[src/hw/rtl/ece_pkg.sv]
package ece_pkg;

    // number formats
    localparam int FRAC_W       = 15;
    localparam int ONE          = 1 << FRAC_W;
    localparam int HALF_ONE     = ONE / 2;
    localparam int PROG_W       = FRAC_W + 1;
    localparam int EASED_W      = FRAC_W + 2;
    localparam int SINE_ENTRIES = 1024;
    localparam int EXP2_ENTRIES = 256;
    localparam int SIN_IDX_W    = $clog2(SINE_ENTRIES);
    localparam int SINQ_W       = SIN_IDX_W - 2;
    localparam int SINQ_ENTRIES = SINE_ENTRIES / 4 + 1;
    localparam int EXP2_IDX_W   = $clog2(EXP2_ENTRIES);
    // phase numerator is pre-shifted so only a divide by 3 or 9 remains
    localparam int PHASE_SHIFT  = FRAC_W - SIN_IDX_W + 2;

    localparam longint Q30      = 64'sd1 << 30;
    localparam longint LN2_Q30  = 64'sd744261118;
    localparam longint HPI_Q30  = 64'sd1686629713;

    // back curve constants
    localparam int C1   = int'((64'sd170158 * ONE + 64'sd50000) / 64'sd100000);
    localparam int C3   = C1 + ONE;
    localparam int C2   = int'((64'sd259490950 * ONE + 64'sd50000000) / 64'sd100000000);
    localparam int C2P1 = C2 + ONE;

    // curve codes
    localparam logic [3:0] CURVE_LINEAR        = 4'd0;
    localparam logic [3:0] CURVE_CUBIC_IN      = 4'd1;
    localparam logic [3:0] CURVE_CUBIC_OUT     = 4'd2;
    localparam logic [3:0] CURVE_CUBIC_INOUT   = 4'd3;
    localparam logic [3:0] CURVE_ELASTIC_IN    = 4'd4;
    localparam logic [3:0] CURVE_ELASTIC_OUT   = 4'd5;
    localparam logic [3:0] CURVE_ELASTIC_INOUT = 4'd6;
    localparam logic [3:0] CURVE_QUAD_IN       = 4'd7;
    localparam logic [3:0] CURVE_QUAD_OUT      = 4'd8;
    localparam logic [3:0] CURVE_QUAD_INOUT    = 4'd9;
    localparam logic [3:0] CURVE_BACK_IN       = 4'd10;
    localparam logic [3:0] CURVE_BACK_OUT      = 4'd11;
    localparam logic [3:0] CURVE_BACK_INOUT    = 4'd12;
    localparam logic [3:0] CURVE_BOUNCE_OUT    = 4'd13;
    localparam logic [3:0] CURVE_BOUNCE_IN     = 4'd14;
    localparam logic [3:0] CURVE_BOUNCE_INOUT  = 4'd15;

    typedef logic [FRAC_W+1:0] t_exp2_tab [EXP2_ENTRIES];
    typedef logic [FRAC_W+1:0] t_sinq_tab [SINQ_ENTRIES];

    // 2^(-i/N) from a series of exp(-i*ln2/N) in Q30
    function automatic t_exp2_tab f_build_exp2();
        t_exp2_tab tab;
        longint    y;
        longint    term;
        longint    sum;
        for (int i = 0; i < EXP2_ENTRIES; i++) begin
            y    = longint'(i) * LN2_Q30 / EXP2_ENTRIES;
            term = Q30;
            sum  = Q30;
            // series terms one to fifteen
            term = -(term * y) / (Q30 * 1);
            sum  = sum + term;
            term = -(term * y) / (Q30 * 2);
            sum  = sum + term;
            term = -(term * y) / (Q30 * 3);
            sum  = sum + term;
            term = -(term * y) / (Q30 * 4);
            sum  = sum + term;
            term = -(term * y) / (Q30 * 5);
            sum  = sum + term;
            term = -(term * y) / (Q30 * 6);
            sum  = sum + term;
            term = -(term * y) / (Q30 * 7);
            sum  = sum + term;
            term = -(term * y) / (Q30 * 8);
            sum  = sum + term;
            term = -(term * y) / (Q30 * 9);
            sum  = sum + term;
            term = -(term * y) / (Q30 * 10);
            sum  = sum + term;
            term = -(term * y) / (Q30 * 11);
            sum  = sum + term;
            term = -(term * y) / (Q30 * 12);
            sum  = sum + term;
            term = -(term * y) / (Q30 * 13);
            sum  = sum + term;
            term = -(term * y) / (Q30 * 14);
            sum  = sum + term;
            term = -(term * y) / (Q30 * 15);
            sum  = sum + term;
            if (sum < 0) sum = 0;
            tab[i] = (FRAC_W+2)'((sum + (64'sd1 <<< (29 - FRAC_W))) >>> (30 - FRAC_W));
        end
        return tab;
    endfunction

    // quarter wave of sine, one entry per full-table step
    function automatic t_sinq_tab f_build_sinq();
        t_sinq_tab tab;
        longint    phi;
        longint    term;
        longint    sum;
        longint    t1;
        for (int j = 0; j < SINQ_ENTRIES; j++) begin
            phi  = longint'(4 * j) * HPI_Q30 / SINE_ENTRIES;
            term = phi;
            sum  = phi;
            // odd series terms three to twenty-one
            t1   = (term * phi) / Q30;
            term = -(t1 * phi) / (Q30 * 2 * 3);
            sum  = sum + term;
            t1   = (term * phi) / Q30;
            term = -(t1 * phi) / (Q30 * 4 * 5);
            sum  = sum + term;
            t1   = (term * phi) / Q30;
            term = -(t1 * phi) / (Q30 * 6 * 7);
            sum  = sum + term;
            t1   = (term * phi) / Q30;
            term = -(t1 * phi) / (Q30 * 8 * 9);
            sum  = sum + term;
            t1   = (term * phi) / Q30;
            term = -(t1 * phi) / (Q30 * 10 * 11);
            sum  = sum + term;
            t1   = (term * phi) / Q30;
            term = -(t1 * phi) / (Q30 * 12 * 13);
            sum  = sum + term;
            t1   = (term * phi) / Q30;
            term = -(t1 * phi) / (Q30 * 14 * 15);
            sum  = sum + term;
            t1   = (term * phi) / Q30;
            term = -(t1 * phi) / (Q30 * 16 * 17);
            sum  = sum + term;
            t1   = (term * phi) / Q30;
            term = -(t1 * phi) / (Q30 * 18 * 19);
            sum  = sum + term;
            t1   = (term * phi) / Q30;
            term = -(t1 * phi) / (Q30 * 20 * 21);
            sum  = sum + term;
            if (sum < 0) sum = 0;
            if (sum > Q30) sum = Q30;
            tab[j] = (FRAC_W+2)'((sum + (64'sd1 <<< (29 - FRAC_W))) >>> (30 - FRAC_W));
        end
        return tab;
    endfunction

    localparam t_exp2_tab EXP2_TAB = f_build_exp2();
    localparam t_sinq_tab SINQ_TAB = f_build_sinq();

    // rounded fixed point product
    function automatic logic signed [24:0] f_fmul(input logic signed [19:0] a,
                                                  input logic signed [19:0] b);
        logic signed [39:0] p;
        p = a * b;
        return 25'((p + 40'(HALF_ONE)) >>> FRAC_W);
    endfunction

    function automatic logic signed [21:0] f_halve(input logic signed [21:0] v);
        return (v + 22'sd1) >>> 1;
    endfunction

    // stage words
    typedef struct packed {
        logic [PROG_W-1:0]   f;
        logic                low;
        logic                f_zero;
        logic                f_one;
        logic signed [17:0]  x;
        logic [18:0]         e;
        logic [15:0]         sin_y;
        logic                div9;
        logic signed [18:0]  bd;
        logic [1:0]          bpiece;
    } t_s1;

    typedef struct packed {
        logic [PROG_W-1:0]     f;
        logic                  low;
        logic                  f_zero;
        logic                  f_one;
        logic signed [17:0]    x;
        logic signed [17:0]    sq;
        logic signed [18:0]    p12;
        logic [34:0]           dd;
        logic [1:0]            bpiece;
        logic [SIN_IDX_W-1:0]  sidx;
        logic [FRAC_W+1:0]     pexp;
        logic [3:0]            k;
    } t_s2;

    typedef struct packed {
        logic [PROG_W-1:0]   f;
        logic                low;
        logic                f_zero;
        logic                f_one;
        logic signed [17:0]  sq;
        logic signed [17:0]  cube;
        logic signed [17:0]  c1s;
        logic signed [19:0]  t12;
        logic [FRAC_W+1:0]   bnc;
        logic signed [17:0]  sinv;
        logic [FRAC_W+1:0]   pw;
    } t_s3;

    typedef struct packed {
        logic [PROG_W-1:0]   f;
        logic                low;
        logic                f_zero;
        logic                f_one;
        logic signed [17:0]  sq;
        logic signed [17:0]  cube;
        logic signed [17:0]  c1s;
        logic signed [18:0]  c3c;
        logic signed [17:0]  ep;
        logic signed [19:0]  b12;
        logic [FRAC_W+1:0]   bnc;
    } t_s4;

endpackage

[src/hw/rtl/ece_combine.sv]
module ece_combine (
    input  logic                               i_clk,
    input  logic                               i_en,
    input  logic [3:0]                         i_sel,
    input  ece_pkg::t_s4                       i_s4,
    output logic signed [ece_pkg::EASED_W-1:0] o_eased
);

    localparam logic signed [21:0] K_ONE = 22'(ece_pkg::ONE);
    localparam logic signed [21:0] K_MAX = 22'(2 * ece_pkg::ONE - 1);
    localparam logic signed [21:0] K_MIN = -22'(2 * ece_pkg::ONE);

    logic signed [ece_pkg::EASED_W-1:0] r_eased;
    logic signed [ece_pkg::EASED_W-1:0] n_eased;

    logic signed [21:0] fv;
    logic signed [21:0] c;
    logic signed [21:0] s;
    logic signed [21:0] ep;
    logic signed [21:0] b;
    logic signed [21:0] c3c;
    logic signed [21:0] c1s;
    logic signed [21:0] b12;
    logic signed [21:0] v;
    logic               low;

    always_comb begin
        fv  = $signed(22'(i_s4.f));
        c   = 22'(i_s4.cube);
        s   = 22'(i_s4.sq);
        ep  = 22'(i_s4.ep);
        b   = $signed(22'(i_s4.bnc));
        c3c = 22'(i_s4.c3c);
        c1s = 22'(i_s4.c1s);
        b12 = 22'(i_s4.b12);
        low = i_s4.low;

        // final form per curve
        unique case (i_sel)
            ece_pkg::CURVE_LINEAR:        v = fv;
            ece_pkg::CURVE_CUBIC_IN:      v = c;
            ece_pkg::CURVE_CUBIC_OUT:     v = K_ONE - c;
            ece_pkg::CURVE_CUBIC_INOUT:   v = low ? (c <<< 2) : K_ONE - ece_pkg::f_halve(c);
            ece_pkg::CURVE_ELASTIC_IN:    v = -ep;
            ece_pkg::CURVE_ELASTIC_OUT:   v = ep + K_ONE;
            ece_pkg::CURVE_ELASTIC_INOUT: v = low ? -ece_pkg::f_halve(ep)
                                                  : ece_pkg::f_halve(ep) + K_ONE;
            ece_pkg::CURVE_QUAD_IN:       v = s;
            ece_pkg::CURVE_QUAD_OUT:      v = K_ONE - s;
            ece_pkg::CURVE_QUAD_INOUT:    v = low ? (s <<< 1) : K_ONE - ece_pkg::f_halve(s);
            ece_pkg::CURVE_BACK_IN:       v = c3c - c1s;
            ece_pkg::CURVE_BACK_OUT:      v = K_ONE + c3c + c1s;
            ece_pkg::CURVE_BACK_INOUT:    v = low ? ece_pkg::f_halve(b12)
                                                  : ece_pkg::f_halve(b12 + (K_ONE <<< 1));
            ece_pkg::CURVE_BOUNCE_OUT:    v = b;
            ece_pkg::CURVE_BOUNCE_IN:     v = K_ONE - b;
            ece_pkg::CURVE_BOUNCE_INOUT:  v = low ? ece_pkg::f_halve(K_ONE - b)
                                                  : ece_pkg::f_halve(K_ONE + b);
            default:                      v = fv;
        endcase

        // elastic end points are exact
        if (i_sel == ece_pkg::CURVE_ELASTIC_IN || i_sel == ece_pkg::CURVE_ELASTIC_OUT ||
            i_sel == ece_pkg::CURVE_ELASTIC_INOUT) begin
            if (i_s4.f_zero) begin
                v = '0;
            end else if (i_s4.f_one) begin
                v = K_ONE;
            end
        end

        // saturate
        if (v < K_MIN) begin
            n_eased = ece_pkg::EASED_W'(K_MIN);
        end else if (v > K_MAX) begin
            n_eased = ece_pkg::EASED_W'(K_MAX);
        end else begin
            n_eased = ece_pkg::EASED_W'(v);
        end
    end

    always_ff @(posedge i_clk) begin
        if (i_en) begin
            r_eased <= n_eased;
        end
    end

    assign o_eased = r_eased;

endmodule

[config.mk]
export PLATFORM = sky130hd
export DESIGN_NAME = ece_combine
export DESIGN_NICKNAME = d
export VERILOG_FILES = /design/src/hw/rtl/ece_pkg.sv /design/src/hw/rtl/ece_combine.sv
export SDC_FILE = /design/constraint.sdc
export NUM_CORES = 1
export LEC_CHECK = 0
export CAP_MARGIN = 10
export CORE_ASPECT_RATIO = 1.25
export CORE_UTILIZATION = 31
export DETAILED_ROUTE_END_ITERATION = 7
export DONT_BUFFER_PORTS = 1
export GPL_TIMING_DRIVEN = 0
export SLEW_MARGIN = 15
export SYNTH_ARGS = -nofsm -noshare
export SYNTH_HDL_FRONTEND = slang
export SYNTH_SLANG_ARGS = --single-unit
[constraint.sdc]
create_clock -name i_clk -period 6.3 [get_ports i_clk]
set_clock_uncertainty 0.15 [all_clocks]
set_input_delay 1.26 -clock i_clk [delete_from_list [all_inputs] [get_ports i_clk]]
set_output_delay 1.26 -clock i_clk [all_outputs]
set_load 0.01 [all_outputs]
==> results.json <==
{
  "status": "complete, no violations",
  "synth_ff_type": "edfxtp_1",
  "via_per_inst": 6.41,
  "rsz0062_at_grt": "no",
  "antenna_left": 0,
  "clkSlewWorstSetupHoldPaths_ps": 50,
  "crit_path_start": "i_s4[130]",
  "fin_crit_sh_pct": 99.5,
  "critPathRequiredTime_ps": 6110,
  "num_rows": 77,
  "fin_area_um2": 11800,
  "core_area_um2": 35400,
  "worstSetupStartpointType": "input pin",
  "yosys.area.top_type_share_pct": 9.62,
  "crit_arrival_ps": 6080,
  "syn_area_um2": 11100,
  "ys_seq_elements": 17,
  "grt_max_degree": 18,
  "drt_iter0_drc": 1467,
  "grt_pass1_wl_um": 83900,
  "start_util_pct": 31.4,
  "dp_hpwl_um": 48400,
  "grt_pass1_vias": 12902,
  "maxSlewHeadroom_pct": 21.6,
  "synth_nets": 1882,
  "ys_warn_count": 0,
  "cts_hold_buf": 0,
  "dieArea_um2": 36600,
  "min-delay-start": "i_en",
  "min_period_ps": 6270,
  "hold_viol": 0,
  "detail_route.wl_per_cell_um": 27.5,
  "largest_reg_flops": 17,
  "cts.htree.levels": 1,
  "syn_area_per_cell_um2": 6.72,
  "ctsRootBufferMaster": "clkbuf_16",
  "drc": 0,
  "crit_end": "o_eased[6]",
  "port_buffers": 0,
  "seq_area_frac_synth_pct": 4.60,
  "die_y_um": 214,
  "hold_path_class": "input pin to flop",
  "final_layout_size_suffix_gt1_share_pct": 4.89,
  "drv_slew": 0,
  "place_congestion": 1.08,
  "synth_largest_area_cell": "xnor2_1",
  "worstSetupPathType": "input pin to flop",
  "cts_tree": "built",
  "critPathCaptureType": "flop",
  "ys_async_sr_fraction_pct": 0,
  "cts_sinks": 17,
  "antenna_found_initial": 2,
  "maxCapViolations": 0,
  "grt_overflow": 0,
  "syn_inst": 1653,
  "p_leak_nw": 4.15,
  "ios": 170,
  "worstMarginPinSlew_ps": 1180,
  "setup_viol": 0,
  "clockBufferDepth": 2,
  "num_vias": 13668,
  "fin_nets": 1887,
  "grt_util_all_layers_pct": 31.2,
  "synth-edff-count": 17,
  "numCtsBuffers": 3,
  "fp.dieW_um": 171,
  "synth_area_leaders": "xnor2_1 (9.6%), ha_1 (8.3%), a21oi_1 (4.8%)",
  "routed_wl_um": 58700,
  "synth.distinct_cells": 92,
  "whs_ps": 972,
  "power.density_nw_per_um2": 98.3,
  "syn_to_final_growth_pct": 6.27,
  "place_area_um2": 11700,
  "cp_max_fo": 10,
  "first_pass_iters": 7,
  "peakVddDrop_v": 0.000151,
  "power_mw": 1.16,
  "max_freq_mhz": 159
}
[layout make-up]
cell class | count | area, um2
multi-input cells | 1427 | 9770
fillers | 3907 | 23600
well taps | 474 | 593
flip-flops and latches | 17 | 510
inverters | 76 | 285
plain buffers | 133 | 561
diodes | 2 | 5.00
clock buffers | 3 | 75.1
clock inverters | 1 | 5.00
[cells in the mapped netlist (15+ instances only)]
cell / count
nand2_1: 139
xnor2_1: 122
nor2_1: 118
a21oi_1: 107
clkbuf_1: 88
o21ai_0: 83
inv_1: 76
ha_1: 74
nand3_1: 73
nor3_1: 63
xor2_1: 60
a211oi_1: 36
nand4_1: 36
nor4_1: 32
a21o_1: 29
and3_1: 29
buf_2: 27
o211ai_1: 25
a22oi_1: 22
a31oi_1: 21
o31ai_1: 18
and2_1: 17
edfxtp_1: 17
a221oi_1: 15
mux2i_1: 15
o22ai_1: 15
[critical path: stages]
cell and delay (ps):
clkbuf_1 390, clkbuf_1 520, clkdlybuf4s15_1 800, clkbuf_1 560
buf_1 620, clkbuf_1 590, a211oi_1 210, o41ai_1 1000
o21ai_1 100
[report_power, final]
group	total (mW)	leakage, nW	internal, mW	switching, mW
Combinational	0.859	3.94	0.297	0.562
Sequential	0.176	0.167	0.157	0.0189
Clock	0.126	0.0409	0.0849	0.0416
Total	1.16	4.15	0.538	0.622
[metrics by stage]
stage / instances / util [%] / TNS [ps] / setup slack (ps)
global placement: 2127 / 33.1 / -216 / -160
global route: 2131 / 33.4 / 0 / 72.7
detailed placement: 2127 / 33.1 / -17.7 / -17.7
finish: 2133 / 33.4 / 0 / 29.9
floorplan: 1653 / - / 0 / 1360
CTS: 2131 / 33.3 / 0 / 208
[layer usage]
layer  share of wire (%)  GRT usage, %  routed length, um  up-vias
met2                  47          53.4              27300      687
met3                 7.8          4.23               4560      120
li1                    -             -                  -     6264
met5                   0             0                  0        -
met1                  40          38.1              23500     6597
met4                 5.7          15.5               3340        0
[placed cells by master (no fill, tap or decap), drive strengths merged, types with 11 or more instances in the layout]
master	Yosys	layout
a211oi	37	37
a21o	29	29
a21oi	107	107
a221oi	15	15
a22oi	22	22
a31oi	21	21
and2	19	19
and3	29	29
and4	13	13
buf	44	42
clkbuf	89	93
edfxtp	17	17
ha	74	74
inv	76	76
mux2i	15	15
nand2	139	139
nand3	74	74
nand3b	13	13
nand4	38	38
nand4b	11	11
nor2	118	118
nor3	65	65
nor3b	11	11
nor4	36	36
o211ai	25	25
o21a	11	11
o21ai	84	84
o22ai	15	15
o31ai	18	18
or3	14	14
xnor2	123	123
xor2	60	60
[worst min path at each step]
stage | end | slack [ps] | cells after the start
2_1_floorplan | o_eased[0] | 1220 | 0
3_3_place_gp | o_eased[1] | 1220 | 0
3_5_place_dp | o_eased[1] | 1220 | 0
4_1_cts | o_eased[1] | 970 | 0
5_1_grt | o_eased[6] | 960 | 0
6_report | o_eased[3] | 970 | 0
[repair_timing]
action | 4_1_cts | 5_1_grt
setup endpoints to repair | 0 | 1
gates resized for setup | 0 | 2
buffers inserted | 0 | 0
[kinds of logic after synthesis]
group           Yosys count  share of synthesized area (%)
simple gates            639                           30.9
mux                      17                           1.55
xor+xnor                183                           14.5
compound gates          512                           32.2
buf+inv                 209                           7.55
fa+ha+maj                76                           8.70
flops                    17                           4.60
No activity file was read; power rests on OpenSTA's default activity.
