==> src/hw/rtl/ece_pkg.sv <==
package ece_pkg;

    // number formats
    localparam int FRAC_W       = 15;
    localparam int ONE          = 1 << FRAC_W;
    localparam int HALF_ONE     = ONE / 2;
    localparam int PROG_W       = FRAC_W + 1;
    localparam int EASED_W      = FRAC_W + 2;
    localparam int SINE_ENTRIES = 1024;
    localparam int EXP2_ENTRIES = 256;
    localparam int SIN_IDX_W    = $clog2(SINE_ENTRIES);
    localparam int SINQ_W       = SIN_IDX_W - 2;
    localparam int SINQ_ENTRIES = SINE_ENTRIES / 4 + 1;
    localparam int EXP2_IDX_W   = $clog2(EXP2_ENTRIES);
    // phase numerator is pre-shifted so only a divide by 3 or 9 remains
    localparam int PHASE_SHIFT  = FRAC_W - SIN_IDX_W + 2;

    localparam longint Q30      = 64'sd1 << 30;
    localparam longint LN2_Q30  = 64'sd744261118;
    localparam longint HPI_Q30  = 64'sd1686629713;

    // back curve constants
    localparam int C1   = int'((64'sd170158 * ONE + 64'sd50000) / 64'sd100000);
    localparam int C3   = C1 + ONE;
    localparam int C2   = int'((64'sd259490950 * ONE + 64'sd50000000) / 64'sd100000000);
    localparam int C2P1 = C2 + ONE;

    // curve codes
    localparam logic [3:0] CURVE_LINEAR        = 4'd0;
    localparam logic [3:0] CURVE_CUBIC_IN      = 4'd1;
    localparam logic [3:0] CURVE_CUBIC_OUT     = 4'd2;
    localparam logic [3:0] CURVE_CUBIC_INOUT   = 4'd3;
    localparam logic [3:0] CURVE_ELASTIC_IN    = 4'd4;
    localparam logic [3:0] CURVE_ELASTIC_OUT   = 4'd5;
    localparam logic [3:0] CURVE_ELASTIC_INOUT = 4'd6;
    localparam logic [3:0] CURVE_QUAD_IN       = 4'd7;
    localparam logic [3:0] CURVE_QUAD_OUT      = 4'd8;
    localparam logic [3:0] CURVE_QUAD_INOUT    = 4'd9;
    localparam logic [3:0] CURVE_BACK_IN       = 4'd10;
    localparam logic [3:0] CURVE_BACK_OUT      = 4'd11;
    localparam logic [3:0] CURVE_BACK_INOUT    = 4'd12;
    localparam logic [3:0] CURVE_BOUNCE_OUT    = 4'd13;
    localparam logic [3:0] CURVE_BOUNCE_IN     = 4'd14;
    localparam logic [3:0] CURVE_BOUNCE_INOUT  = 4'd15;

    typedef logic [FRAC_W+1:0] t_exp2_tab [EXP2_ENTRIES];
    typedef logic [FRAC_W+1:0] t_sinq_tab [SINQ_ENTRIES];

    // 2^(-i/N) from a series of exp(-i*ln2/N) in Q30
    function automatic t_exp2_tab f_build_exp2();
        t_exp2_tab tab;
        longint    y;
        longint    term;
        longint    sum;
        for (int i = 0; i < EXP2_ENTRIES; i++) begin
            y    = longint'(i) * LN2_Q30 / EXP2_ENTRIES;
            term = Q30;
            sum  = Q30;
            // series terms one to fifteen
            term = -(term * y) / (Q30 * 1);
            sum  = sum + term;
            term = -(term * y) / (Q30 * 2);
            sum  = sum + term;
            term = -(term * y) / (Q30 * 3);
            sum  = sum + term;
            term = -(term * y) / (Q30 * 4);
            sum  = sum + term;
            term = -(term * y) / (Q30 * 5);
            sum  = sum + term;
            term = -(term * y) / (Q30 * 6);
            sum  = sum + term;
            term = -(term * y) / (Q30 * 7);
            sum  = sum + term;
            term = -(term * y) / (Q30 * 8);
            sum  = sum + term;
            term = -(term * y) / (Q30 * 9);
            sum  = sum + term;
            term = -(term * y) / (Q30 * 10);
            sum  = sum + term;
            term = -(term * y) / (Q30 * 11);
            sum  = sum + term;
            term = -(term * y) / (Q30 * 12);
            sum  = sum + term;
            term = -(term * y) / (Q30 * 13);
            sum  = sum + term;
            term = -(term * y) / (Q30 * 14);
            sum  = sum + term;
            term = -(term * y) / (Q30 * 15);
            sum  = sum + term;
            if (sum < 0) sum = 0;
            tab[i] = (FRAC_W+2)'((sum + (64'sd1 <<< (29 - FRAC_W))) >>> (30 - FRAC_W));
        end
        return tab;
    endfunction

    // quarter wave of sine, one entry per full-table step
    function automatic t_sinq_tab f_build_sinq();
        t_sinq_tab tab;
        longint    phi;
        longint    term;
        longint    sum;
        longint    t1;
        for (int j = 0; j < SINQ_ENTRIES; j++) begin
            phi  = longint'(4 * j) * HPI_Q30 / SINE_ENTRIES;
            term = phi;
            sum  = phi;
            // odd series terms three to twenty-one
            t1   = (term * phi) / Q30;
            term = -(t1 * phi) / (Q30 * 2 * 3);
            sum  = sum + term;
            t1   = (term * phi) / Q30;
            term = -(t1 * phi) / (Q30 * 4 * 5);
            sum  = sum + term;
            t1   = (term * phi) / Q30;
            term = -(t1 * phi) / (Q30 * 6 * 7);
            sum  = sum + term;
            t1   = (term * phi) / Q30;
            term = -(t1 * phi) / (Q30 * 8 * 9);
            sum  = sum + term;
            t1   = (term * phi) / Q30;
            term = -(t1 * phi) / (Q30 * 10 * 11);
            sum  = sum + term;
            t1   = (term * phi) / Q30;
            term = -(t1 * phi) / (Q30 * 12 * 13);
            sum  = sum + term;
            t1   = (term * phi) / Q30;
            term = -(t1 * phi) / (Q30 * 14 * 15);
            sum  = sum + term;
            t1   = (term * phi) / Q30;
            term = -(t1 * phi) / (Q30 * 16 * 17);
            sum  = sum + term;
            t1   = (term * phi) / Q30;
            term = -(t1 * phi) / (Q30 * 18 * 19);
            sum  = sum + term;
            t1   = (term * phi) / Q30;
            term = -(t1 * phi) / (Q30 * 20 * 21);
            sum  = sum + term;
            if (sum < 0) sum = 0;
            if (sum > Q30) sum = Q30;
            tab[j] = (FRAC_W+2)'((sum + (64'sd1 <<< (29 - FRAC_W))) >>> (30 - FRAC_W));
        end
        return tab;
    endfunction

    localparam t_exp2_tab EXP2_TAB = f_build_exp2();
    localparam t_sinq_tab SINQ_TAB = f_build_sinq();

    // rounded fixed point product
    function automatic logic signed [24:0] f_fmul(input logic signed [19:0] a,
                                                  input logic signed [19:0] b);
        logic signed [39:0] p;
        p = a * b;
        return 25'((p + 40'(HALF_ONE)) >>> FRAC_W);
    endfunction

    function automatic logic signed [21:0] f_halve(input logic signed [21:0] v);
        return (v + 22'sd1) >>> 1;
    endfunction

    // stage words
    typedef struct packed {
        logic [PROG_W-1:0]   f;
        logic                low;
        logic                f_zero;
        logic                f_one;
        logic signed [17:0]  x;
        logic [18:0]         e;
        logic [15:0]         sin_y;
        logic                div9;
        logic signed [18:0]  bd;
        logic [1:0]          bpiece;
    } t_s1;

    typedef struct packed {
        logic [PROG_W-1:0]     f;
        logic                  low;
        logic                  f_zero;
        logic                  f_one;
        logic signed [17:0]    x;
        logic signed [17:0]    sq;
        logic signed [18:0]    p12;
        logic [34:0]           dd;
        logic [1:0]            bpiece;
        logic [SIN_IDX_W-1:0]  sidx;
        logic [FRAC_W+1:0]     pexp;
        logic [3:0]            k;
    } t_s2;

    typedef struct packed {
        logic [PROG_W-1:0]   f;
        logic                low;
        logic                f_zero;
        logic                f_one;
        logic signed [17:0]  sq;
        logic signed [17:0]  cube;
        logic signed [17:0]  c1s;
        logic signed [19:0]  t12;
        logic [FRAC_W+1:0]   bnc;
        logic signed [17:0]  sinv;
        logic [FRAC_W+1:0]   pw;
    } t_s3;

    typedef struct packed {
        logic [PROG_W-1:0]   f;
        logic                low;
        logic                f_zero;
        logic                f_one;
        logic signed [17:0]  sq;
        logic signed [17:0]  cube;
        logic signed [17:0]  c1s;
        logic signed [18:0]  c3c;
        logic signed [17:0]  ep;
        logic signed [19:0]  b12;
        logic [FRAC_W+1:0]   bnc;
    } t_s4;

endpackage

==> src/hw/rtl/ece_front.sv <==
module ece_front (
    input  logic                       i_clk,
    input  logic                       i_en,
    input  logic [3:0]                 i_sel,
    input  logic [ece_pkg::PROG_W-1:0] i_progress,
    output ece_pkg::t_s1               o_s1
);

    localparam logic signed [23:0] K_ONE = 24'(ece_pkg::ONE);

    ece_pkg::t_s1 r_s1;
    ece_pkg::t_s1 n_s1;

    logic [ece_pkg::PROG_W-1:0] f;
    logic                       low;
    logic signed [23:0]         fs;
    logic signed [23:0]         xv;
    logic signed [23:0]         ev;
    logic signed [23:0]         num;
    logic signed [23:0]         bx;
    logic signed [23:0]         t;
    logic signed [23:0]         dv;
    logic [1:0]                 piece;
    logic                       div9;

    always_comb begin
        // clamp to one
        f   = (i_progress > ece_pkg::PROG_W'(ece_pkg::ONE)) ?
              ece_pkg::PROG_W'(ece_pkg::ONE) : i_progress;
        fs  = $signed(24'(f));
        low = (f < ece_pkg::PROG_W'(ece_pkg::HALF_ONE));

        // polynomial operand
        xv = '0;
        unique case (i_sel) inside
            ece_pkg::CURVE_CUBIC_IN, ece_pkg::CURVE_QUAD_IN, ece_pkg::CURVE_BACK_IN: begin
                xv = fs;
            end
            ece_pkg::CURVE_CUBIC_OUT, ece_pkg::CURVE_QUAD_OUT: begin
                xv = K_ONE - fs;
            end
            ece_pkg::CURVE_CUBIC_INOUT, ece_pkg::CURVE_QUAD_INOUT: begin
                xv = low ? fs : (K_ONE <<< 1) - (fs <<< 1);
            end
            ece_pkg::CURVE_BACK_OUT: begin
                xv = fs - K_ONE;
            end
            ece_pkg::CURVE_BACK_INOUT: begin
                xv = low ? (fs <<< 1) : (fs <<< 1) - (K_ONE <<< 1);
            end
            default: xv = '0;
        endcase

        // elastic exponent and phase, phase offset by whole turns to stay positive
        ev   = '0;
        num  = '0;
        div9 = 1'b0;
        unique case (i_sel)
            ece_pkg::CURVE_ELASTIC_IN: begin
                ev  = (K_ONE - fs) * 24'sd10;
                num = fs * 24'sd40 + K_ONE * 24'sd5;
            end
            ece_pkg::CURVE_ELASTIC_OUT: begin
                ev  = fs * 24'sd10;
                num = fs * 24'sd40 + K_ONE * 24'sd9;
            end
            ece_pkg::CURVE_ELASTIC_INOUT: begin
                ev   = low ? K_ONE * 24'sd10 - fs * 24'sd20 : fs * 24'sd20 - K_ONE * 24'sd10;
                num  = fs * 24'sd160 + K_ONE * 24'sd19;
                div9 = 1'b1;
            end
            default: begin
                ev  = '0;
                num = '0;
            end
        endcase

        // bounce argument and piece
        bx = '0;
        unique case (i_sel)
            ece_pkg::CURVE_BOUNCE_OUT:   bx = fs;
            ece_pkg::CURVE_BOUNCE_IN:    bx = K_ONE - fs;
            ece_pkg::CURVE_BOUNCE_INOUT: bx = low ? K_ONE - (fs <<< 1) : (fs <<< 1) - K_ONE;
            default:                     bx = '0;
        endcase
        t = bx * 24'sd11;
        if (t < K_ONE * 24'sd4) begin
            piece = 2'd0;
            dv    = t;
        end else if (t < K_ONE * 24'sd8) begin
            piece = 2'd1;
            dv    = t - K_ONE * 24'sd6;
        end else if (t < K_ONE * 24'sd10) begin
            piece = 2'd2;
            dv    = t - K_ONE * 24'sd9;
        end else begin
            piece = 2'd3;
            dv    = (t <<< 1) - K_ONE * 24'sd21;
        end

        n_s1.f      = f;
        n_s1.low    = low;
        n_s1.f_zero = (f == '0);
        n_s1.f_one  = (f == ece_pkg::PROG_W'(ece_pkg::ONE));
        n_s1.x      = 18'(xv);
        n_s1.e      = 19'(ev);
        n_s1.sin_y  = 16'(num >>> ece_pkg::PHASE_SHIFT);
        n_s1.div9   = div9;
        n_s1.bd     = 19'(dv);
        n_s1.bpiece = piece;
    end

    always_ff @(posedge i_clk) begin
        if (i_en) begin
            r_s1 <= n_s1;
        end
    end

    assign o_s1 = r_s1;

endmodule

==> config.mk <==
export PLATFORM = sky130hd
export DESIGN_NAME = ece_front
export DESIGN_NICKNAME = d
export VERILOG_FILES = /design/src/hw/rtl/ece_pkg.sv /design/src/hw/rtl/ece_front.sv
export SDC_FILE = /design/constraint.sdc
export NUM_CORES = 1
export LEC_CHECK = 0
export ABC_AREA = 1
export ABC_CLOCK_PERIOD_IN_PS = 11100
export CAP_MARGIN = 10
export CORE_ASPECT_RATIO = 0.8
export CORE_MARGIN = 3
export CORE_UTILIZATION = 50
export CTS_CLUSTER_DIAMETER = 40
export DETAILED_ROUTE_END_ITERATION = 16
export DONT_BUFFER_PORTS = 1
export SYNTH_ARGS = -nofsm -noshare
export SYNTH_HDL_FRONTEND = slang
export SYNTH_SLANG_ARGS = --single-unit
==> constraint.sdc <==
create_clock -name i_clk -period 11.1 [get_ports i_clk]
set_input_delay 2.22 -clock i_clk [delete_from_list [all_inputs] [get_ports i_clk]]
set_output_delay 2.22 -clock i_clk [all_outputs]
set_load 0.01 [all_outputs]
==> out/summary.md, run 1 <==
Synthesis handed over a netlist of 1,140 instances. The cell taking the most area after synthesis is sky130_fd_sc_hd__edfxtp_1. The detail route stage leaves a number of antenna-violating nets equal to 0. Entering global routing, the biggest net connects 94 pins. Setup repair after global routing left no endpoint under its margin. The signal arrival time at the worst endpoint was 9.45 ns. The share of final-layout standard cells stronger than drive strength 1 came out at 4.13%. Yosys attributes the largest share of cell area to sky130_fd_sc_hd__edfxtp_1, sky130_fd_sc_hd__ha_1, sky130_fd_sc_hd__nand2_1. The HPWL after detailed placement is 19,200 um. Yosys mapped a number of flops with a built-in enable equal to 93. The number of buffers and inverters on the critical path was 6; the critical-path maximum fanout was 18. The run finished with clean final reports. The final hold violation count came out at 0. The tools report the number of antenna violations at the first check in global routing as 0. The worst path meets setup with 1.86 ns of slack. The overall routing resource usage was 25.6%; the total number of placement rows was 43.

For the overall routed net length, the log shows 25,200 um. TritonCTS built the clock tree. Across the run, the number of max-cap violations was 0. The cell at the root of the clock tree was sky130_fd_sc_hd__clkbuf_16. After synthesis the cells add up to 0.00901 mm2. The die area came out at 0.0197 mm2. In this run the deepest clock path goes through 2 buffers. In this design, the largest share of critical-path delay is due to simple AND/OR/NAND/NOR gates. In this run the mean area of a mapped cell was 7.90 um2.

The final number of setup-violating endpoints was 0; the first-pass iteration count of the detailed router was 5. The share of the cycle needed by the critical path after routing is 83.3%, and the fraction of post-synthesis cell area in the top cell type by area is 31.0%. The y dimension of the die was 126 um. For the pin with the worst max-slew slack, the measured transition is 1.20 ns. In the synthesized netlist the dominant register cell turns out to be sky130_fd_sc_hd__edfxtp_1. The critical path starts at i_progress[6]. The number of DRC markers in iteration 0 came out at 805. The most repeated library cell on the critical path was sky130_fd_sc_hd__nand2_1. The tools report the worst endpoint required time as 11.31 ns. For the core footprint, the log shows 0.0175 mm2.

After clock tree synthesis, the clock-pin slew on the worst setup and hold paths is 0.07 ns. For this design the static power due to leakage is 0.00446 uW. The number of buffer cells added on primary ports is 0, and the TritonCTS sink count is 93. In this run the post-CTS setup repair buffer count came out at 0. The worst pin sits at a relative slew slack of 19.4%. The path class of the tightest hold or removal check is in2reg.

The initial utilization of the core area, before any placement, comes to 51.5%. In this run the count of I/O pins placed on the die edge is 116. In the routed design, unresolved DRC markers number 0.

Yosys mapped the design onto 45 distinct sky130hd cell types. The number of clock buffers added by TritonCTS is 9. The diode insertion count for antenna repair is 0.

The register with the most flip-flops in the layout has 93 of them. For the deepest level of the CTS H-tree, the log shows 3. After layout, the minimum clock period comes to 9.24 ns. The via count of the first global-routing pass was 7,105.

The wire length per cell after detailed routing works out to 18.5 um. Of all flip-flops after synthesis, the portion carrying an async set or reset was 0%. After routing, the total negative slack on setup checks comes to 0 ns.

The largest individual stage delay along the critical path comes from the cell sky130_fd_sc_hd__xor2_1. During synthesis, Yosys emitted a total of 0 warnings. The setup slack after placement was 1.79 ns; the wire length of the first global-routing pass was 39,700 um.

Path type of the worst setup path: in2reg. From synthesis to final layout, the design area changed by 6.03%. For the final-layout fill cell count, the log shows 1,690.

The worst setup path is captured at a register. The share of the Yosys chip area taken by registers is 31.0%. Based on the critical path, the design can be clocked at up to 0.108 GHz. For the final weighted congestion in routability-driven placement, the log shows 0.960. For this design the ratio of total power to cell area is 120 mW/mm2.

In this run the most critical hold path is launched from i_en. In the final design database the tool counted 1,290 nets. The commonest cells after synthesis are sky130_fd_sc_hd__nand2_1, sky130_fd_sc_hd__inv_1, sky130_fd_sc_hd__ha_1, sky130_fd_sc_hd__nor2_1, sky130_fd_sc_hd__edfxtp_1. The number of nets in the synthesized netlist is 1,297. For the worst voltage drop across the vdd grid, the log shows 0.0720 mV. Using the TritonRoute via totals, the vias-per-cell ratio works out to 5.79. The worst setup path is launched from an input port. The delay contributed by the slowest stage of the critical path was 0.54 ns; the total vias in the final route was 7,894. After clock tree synthesis, the flow added hold-fix buffers numbering 0.

After synthesis the netlist holds a flip-flop and latch count of 93. From left edge to right edge, the die measures 156 um. Post-CTS repair changed the size of 0 cells. The run gives 0 as the global route total overflow. sky130_fd_sc_hd__nand2_1 is the most common cell in the netlist. For the final count of pins violating max slew, the log shows 0.
[cell families (layout without fill, tap and decap cells)]
family          count (synthesis)  count (layout)  synth area share [%]
fa+ha+maj                     135             135                  20.2
buf+inv                       177             175                  7.57
simple gates                  453             453                  21.1
other cells                     1               1                0.0416
mux                             1               1                 0.111
flops                          93              93                  31.0
xor+xnor                       40              40                  4.10
compound gates                240             240                  15.9
[stage by stage]
step / instances / power, uW / hold WS (ns) / util [%] / instance area (um2)
floorplan: 1140 / 726 / 2.33 / - / 9010
global placement: 1347 / 806 / 2.32 / 52.8 / 9230
detailed placement: 1347 / 807 / 2.32 / 52.8 / 9230
CTS: 1363 / 1150 / 1.96 / 54.6 / 9550
global route: 1363 / 1220 / 1.95 / 54.6 / 9550
finish: 1363 / 1150 / 1.97 / 54.6 / 9550
[per-layer routing]
layer | part of all wire (%) | vias to the layer above | global-route usage, %
li1 | - | 3890 | -
met1 | 49 | 3625 | 40.0
met2 | 39 | 357 | 34.3
met3 | 11 | 22 | 8.21
met4 | 0.95 | 0 | 5.04
met5 | 0 | - | 0
[placed cells by master (no fill, tap or decap), types with 3 or more instances in the layout]
cell and instances:
sky130_fd_sc_hd__a21o_1 4, sky130_fd_sc_hd__a21oi_1 84, sky130_fd_sc_hd__a31oi_1 5, sky130_fd_sc_hd__buf_4 6
sky130_fd_sc_hd__clkbuf_16 9, sky130_fd_sc_hd__edfxtp_1 93, sky130_fd_sc_hd__fa_1 17, sky130_fd_sc_hd__ha_1 118
sky130_fd_sc_hd__inv_1 150, sky130_fd_sc_hd__nand2_1 268, sky130_fd_sc_hd__nand2_2 3, sky130_fd_sc_hd__nand3_1 42
sky130_fd_sc_hd__nand3_4 3, sky130_fd_sc_hd__nand4_1 9, sky130_fd_sc_hd__nor2_1 97, sky130_fd_sc_hd__nor2_2 3
sky130_fd_sc_hd__nor3_1 13, sky130_fd_sc_hd__o2111ai_1 12, sky130_fd_sc_hd__o211ai_1 18, sky130_fd_sc_hd__o21ai_0 64
sky130_fd_sc_hd__o21ai_1 5, sky130_fd_sc_hd__o21ai_2 4, sky130_fd_sc_hd__o21bai_1 5, sky130_fd_sc_hd__o221ai_1 12
sky130_fd_sc_hd__o22ai_1 19, sky130_fd_sc_hd__or2_2 6, sky130_fd_sc_hd__xnor2_1 14, sky130_fd_sc_hd__xor2_1 25
[where the power goes]
part	switching, uW	leakage [uW]	internal (uW)
sequential	31.2	0.000892	432
combinational	229	0.00342	113
clock	143	0.000150	198
[path summary, 6_finish.rpt]
kind | slack (ns) | end | cells after the start
worst max-delay path | 1.86 | o_s1[17] | 34
worst min-delay path | 1.97 | o_s1[0] | 0
[layout make-up]
type | count | area [um2] | share of cell area (%)
multi-input combinational | 870 | 5530 | 57.9
inverter | 153 | 577 | 6.04
tap | 225 | 282 | 2.95
clock buffer | 9 | 225 | 2.36
sequential | 93 | 2790 | 29.2
clock inverter | 7 | 96.3 | 1.01
timing repair buffer | 6 | 45.0 | 0.472
Note: power is estimated with default switching activity, not from simulation.
==> run 2: changes to the inputs <==
Settings changed: ABC_CLOCK_PERIOD_IN_PS 11100 to 7700, PLACE_DENSITY from default to 0.68.
Clock period 11.1 ns to 7.7 ns, I/O delays scaled along.
==> out/summary.md, run 2 (synthesized netlist as in run 1, its figures left out) <==
The run finished with clean final reports. The run gives 0.0927 mV (+29%) as the worst voltage drop across the vdd grid. The diode insertion count for antenna repair is 0 (unchanged). The number of flip-flops under the largest register name works out to 93 (unchanged). The tools report the final number of setup-violating endpoints as 0 (unchanged). For the leakage power figure, the log shows 0.00458 uW (+2.7%). The run gives 5 (unchanged) as the first-pass iteration count of the detailed router. The cell internal power dissipation came out at 1050 uW (+41%). The wire length per cell after detailed routing is 17.9 um (-3.1%), and the core footprint is 0.0175 mm2 (unchanged).

The run gives 93 (unchanged) as the TritonCTS sink count. The overall routing resource usage was 25.4% (-0.21 points). Relative to the synthesized area, the layout overhead comes to 8.50%.

The worst setup path is captured at a register. The post-detailed-route DRC marker count is 0 (unchanged). The tools report the number of nets in the layout as 1,313 (+1.8%). The total vias in the final route was 7,951 (+0.72%). The delay contributed by the slowest stage of the critical path is 0.46 ns (-0.08 ns), and the post-route non-filler standard cell count is 1,386 (+1.7%). The number of DRC markers in iteration 0 is 681 (-15%). The global routing met3 resource utilization was 6.66% (-1.5 points). The switching share of power came out at 35.4% (+0.21 points). In the layout the commonest cells are sky130_fd_sc_hd__nand2_1, sky130_fd_sc_hd__inv_1, sky130_fd_sc_hd__ha_1. The y dimension of the die is 126 um (unchanged).

The cell that appears most often on the critical path is sky130_fd_sc_hd__nor2_1. The tools report the switching power as 574 uW (+42%). HPWL reported at the end of detailed placement: 19,100 um (-0.41%). The critical path startpoint category is an input port.

The detail-routed via count per cell was 5.74 (-0.95%); the maximum buffer depth of the clock tree was 2 (unchanged). The clock-pin slew reported for the worst setup and hold paths after clock tree synthesis works out to 0.07 ns (about the same). The via count of the first global-routing pass was 7,247 (+2.0%); the number of top-level pins was 116 (unchanged). Share of total power in combinational logic: 31.1% (+1.3 points). For the count of maximum capacitance violations, the log shows 0 (unchanged). The most common cell after layout, fill and taps aside was sky130_fd_sc_hd__nand2_1.

The starting density of the core came out at 51.5% (unchanged). The critical-path maximum fanout is 13 (-5). The number of antenna violations at the first check in global routing is 0 (unchanged). Counting I/O delays and the setup requirement, the final critical path takes 7.22 ns. The worst endpoint required time was 7.82 ns (-3.49 ns). The remaining antenna violation count is 0 (unchanged). Number of cells in the design after placement: 1,369 (+1.6%).

The share of the cycle needed by the critical path after routing came out at 93.8%. The overall routed net length is 24,800 um (-1.5%). The ratio of total power to cell area was 166 mW/mm2 (+38%); the worst max-slew margin expressed relative to the limit was 25.5% (+6.1 points).

Final hold violation count: 0 (unchanged). The tools report the global-route track usage on met2 as 33.8% (-0.43 points). For the final-layout fill cell count, the log shows 1,621 (-4.1%). The signal arrival time at the worst endpoint came out at 7.34 ns (-2.11 ns).

The area of placed instances is 0.00939 mm2 (+1.8%). The final cell area excluding filler cells was 0.00977 mm2 (+2.3%). Global route total overflow: 0 (unchanged). The clock network fraction of total power is 27.7% (-2.1 points). The floorplan die width was 156 um (unchanged); the met1 usage was 40.0% (+0.052 points).

The share of final-layout standard cells stronger than drive strength 1 came out at 6.63% (+2.5 points). TritonCTS built the clock tree. The most crowded layer after global routing is met1.

The maximum operating frequency is 0.138 GHz. Path type of the worst setup path: in2reg. The tools report the final count of pins violating max slew as 0 (unchanged). The class of the tightest hold or removal check is in2reg.

The tools report the die area as 0.0197 mm2 (unchanged). The tools report the register share of total power as 41.1% (+0.7 points). Clock tree synthesis selected as its root buffer the cell sky130_fd_sc_hd__clkbuf_16. The number of buffer cells added on primary ports is 0 (unchanged), and the total number of placement rows is 43 (unchanged). The slowest stage of the critical path belongs to the cell sky130_fd_sc_hd__fa_1. The logs give 39,500 um (-0.38%) for the wire length of the first global-routing pass and 9 (unchanged) for the number of buffers inserted during clock tree synthesis. The deepest level of the CTS H-tree was 3 (unchanged); the slew of the pin with the lowest slew margin was 1.11 ns (-0.0914 ns). The final weighted congestion in routability-driven placement came out at 1.03 (+7.1%).

Setup repair after global routing left no endpoint under its margin. The run gives 94 (unchanged) as the largest net degree at the start of global routing.
-- run 2: timing repair --
item                       in CTS  in global routing
hold endpoints to repair        0                  0
setup buffers                   0                  1
hold buffers                    0                  0
setup endpoints to repair       0                 21
resized for setup               0                 14
-- run 2: final timing paths --
check / start / slack, ns / cells past startpoint / to
setup / recovery: i_progress[15] / 0.48 / 36 / o_s1[19]
hold / removal: i_progress[15] / 1.28 / 0 / o_s1[93]
-- run 2: power by group through the flow --
stage | Clock [uW] | Combinational, uW | Sequential (uW)
final | 450 | 505 | 668
after global routing | 483 | 575 | 674
after CTS | 464 | 494 | 670
after detailed placement | 0 | 490 | 680
after global placement | 0 | 486 | 680
after floorplan | 0 | 375 | 672
-- run 2: per-layer routing --
| layer | part of all wire [%] | wire length [um] |
|---|---|---|
| met1 | 49 | 12200 |
| met2 | 39 | 9640 |
| met3 | 10 | 2540 |
| met4 | 1.8 | 443 |
| met5 | 0 | 0 |
-- run 2: area by class of cell --
type / count / area (um2) / area share (%)
Timing Repair Buffer: 29 / 218 / 2.23
Tap cell: 225 / 282 / 2.88
Sequential cell: 93 / 2790 / 28.6
Clock buffer: 10 / 229 / 2.34
Clock inverter: 6 / 63.8 / 0.653
Inverter: 153 / 579 / 5.93
Multi-Input combinational cell: 870 / 5610 / 57.4
-- run 2: worst max-delay path, delay by kind of cell --
kind / cells / cell delay [ns]
xor+xnor: 1 / 0.33
simple gates: 25 / 3.26
compound gates: 2 / 0.35
fa+ha+maj: 3 / 1.24
buf+inv: 5 / 0.61
-- run 2: through the flow --
step	TNS, ns	hold slack (ns)	power, uW	util, %	worst slack (ns)
2_1_floorplan	0	1.65	1050	-	0.628
3_3_place_gp	-0.483	1.64	1170	53.7	-0.188
3_5_place_dp	-1.60	1.64	1170	53.7	-0.160
4_1_cts	0	1.27	1630	55.4	0.182
5_1_grt	0	1.27	1730	55.9	0.0173
6_report	0	1.28	1620	55.9	0.475
==> run 3: changes to the inputs <==
Settings changed: RECOVER_POWER from default to 50.
==> out/summary.md, run 3 (synthesized netlist as in run 1, its figures left out) <==
STA classifies the critical path startpoint as an input port. The switching share of power was 35.4% (about the same). The total number of placement rows came out at 43 (unchanged). The number of buffer cells added on primary ports was 0 (unchanged).

The number of top-level pins is 116 (unchanged). The tools report the worst max-slew margin expressed relative to the limit as 14.8% (-11 points). The maximum operating frequency was 0.138 GHz (about the same); the post-route non-filler standard cell count was 1,386 (unchanged). Setup repair after global routing left no endpoint under its margin. The maximum buffer depth of the clock tree was 2 (unchanged). The run gives 41.1% (about the same) as the register share of total power. The worst setup path is captured at a register. In this run the worst hold path is classified as in2reg. The logs give 3 (unchanged) for the deepest level of the CTS H-tree and 55.8% (-0.064 points) for the share of the core filled with cells. The most critical setup path has its endpoint at o_s1[19].

The logs give 0 (unchanged) for the final count of pins violating max slew and 7.35 ns (about the same) for the signal arrival time at the worst endpoint. Wire length of the first global-routing pass: 39,500 um (unchanged). TritonCTS built the clock tree. The floorplan die width works out to 156 um (unchanged). The global route total overflow is 0 (unchanged).

Tracing the worst setup path back leads to its startpoint at i_progress[15]. The HPWL reported at the end of detailed placement is 19,100 um (unchanged). The slowest stage of the critical path belongs to the cell sky130_fd_sc_hd__fa_1.

The run gives 25.4% (unchanged) as the overall routing resource usage. The number of buffers inserted by hold repair at cts was 0 (unchanged). The tools report the final cell area excluding filler cells as 0.00976 mm2 (-0.12%).

The logs give 93 (unchanged) for the TritonCTS sink count and 0 (unchanged) for the remaining antenna violation count. The share of total power in combinational logic is 31.1% (about the same). The number of buffers and inverters on the critical path is 5 (unchanged), and the depth of the critical timing path with buffers and inverters included is 36 (unchanged). The slew of the pin with the lowest slew margin was 1.28 ns (+0.164 ns); the core footprint was 0.0175 mm2 (unchanged). The first-pass iteration count of the detailed router is 6 (+1), and the setup slack after placement is -0.160 ns (unchanged). The final number of setup-violating endpoints is 0 (unchanged). The post-detailed-route DRC marker count is 0 (unchanged). The clock-pin slew reported for the worst setup and hold paths after clock tree synthesis is 0.07 ns (about the same).

The logs give 574 uW (about the same) for the switching power and 24,800 um (about the same) for the overall routed net length. The final setup slack of the worst path was 0.469 ns (-0.00601 ns); the largest net degree at the start of global routing was 94 (unchanged). The diode insertion count for antenna repair was 0 (unchanged); the number of buffers inserted during clock tree synthesis was 9 (unchanged). The count of maximum capacitance violations came out at 0 (unchanged).

Leaving out fill and tap cells, the most frequent cells in the layout are sky130_fd_sc_hd__nand2_1, sky130_fd_sc_hd__inv_1, sky130_fd_sc_hd__ha_1. The post-route minimum period was 7.23 ns (+0.00601 ns); the number of antenna violations at the first check in global routing was 0 (unchanged). The logs give 0 ns (unchanged) for the setup total negative slack and 1,313 (unchanged) for the number of nets in the layout.

The run gives 0.00939 mm2 (unchanged) as the area of placed instances. The share of the cycle needed by the critical path after routing came out at 93.9% (about the same). Wire length per cell after detailed routing: 17.9 um (about the same). The path type of the worst setup path is in2reg. On the critical path the largest part of the delay comes from simple AND/OR/NAND/NOR gates. The number of DRC markers in iteration 0 is 688 (+1.0%). The share of final-layout standard cells stronger than drive strength 1 is 6.37% (-0.26 points), and the worst endpoint required time is 7.82 ns (about the same). The y dimension of the die was 126 um (unchanged); the starting density of the core was 51.5% (unchanged). The via count of the first global-routing pass is 7,247 (unchanged), and the final weighted congestion in routability-driven placement is 1.03 (unchanged). The ratio of total power to cell area is 166 mW/mm2 (about the same), and the worst voltage drop across the vdd grid is 0.0928 mV (about the same). The final hold violation count came out at 0 (unchanged).

The flow ran to the end, and the final reports show no timing, DRC or antenna violations. The total vias in the final route is 7,921 (-0.38%), and the die area is 0.0197 mm2 (unchanged). Leaving out fill and tap cells, the most frequent cell in the layout is sky130_fd_sc_hd__nand2_1. The clock network fraction of total power was 27.7% (about the same).

The synthesis-to-finish area growth works out to 8.38%. The most repeated library cell on the critical path was sky130_fd_sc_hd__nor2_1. The critical-path maximum fanout is 13 (unchanged). For the number of cells in the design after placement, the log shows 1,369 (unchanged). The cell internal power dissipation was 1050 uW (about the same). The number of flip-flops under the largest register name is 93 (unchanged). CTS placed an instance of sky130_fd_sc_hd__clkbuf_16 at the clock tree root. The detail-routed via count per cell came out at 5.72 (-0.38%).

The delay contributed by the slowest stage of the critical path is 0.46 ns (about the same), and the leakage power figure is 0.00457 uW (-0.26%).
## run 3: worst min path at each step
stage | from | endpoint | slack [ns] | cells after the start
floorplan | i_en | o_s1[0] | 1.65 | 0
global placement | i_progress[15] | o_s1[75] | 1.64 | 0
detailed placement | i_progress[15] | o_s1[93] | 1.64 | 0
CTS | i_progress[15] | o_s1[75] | 1.27 | 0
global route | i_progress[15] | o_s1[75] | 1.27 | 0
finish | i_progress[15] | o_s1[93] | 1.28 | 0
## run 3: metal layers
metal / share of wire, % / global-route usage [%] / up-vias
li1: - / - / 3936
met1: 49 / 40.0 / 3612
met2: 39 / 33.8 / 341
met3: 10 / 6.66 / 32
met4: 1.8 / 6.70 / 0
met5: 0 / 0 / -
## run 3: power by group through the flow
stage,logic [uW],registers [uW],clock network [uW]
6_report,505,668,450
5_1_grt,574,674,483
4_1_cts,494,670,464
3_5_place_dp,490,680,0
3_3_place_gp,486,680,0
2_1_floorplan,375,672,0
## run 3: repair_timing
| item | in CTS | in global routing |
|---|---|---|
| setup buffers | 0 | 1 |
| resized for setup | 0 | 14 |
| setup endpoints to repair | 0 | 21 |
## run 3: layout make-up
cell class | instances | area [um2]
inverters | 153 | 579
flip-flops and latches | 93 | 2790
multi-input cells | 870 | 5610
well taps | 225 | 282
fillers | 1621 | 7720
clock inverters | 6 | 63.8
repair buffers | 29 | 206
clock buffers | 10 | 229
## run 3: through the flow
stage          power (uW)  hold slack (ns)
2_1_floorplan        1050             1.65
3_3_place_gp         1170             1.64
3_5_place_dp         1170             1.64
4_1_cts              1630             1.27
5_1_grt              1730             1.27
6_report             1620             1.28
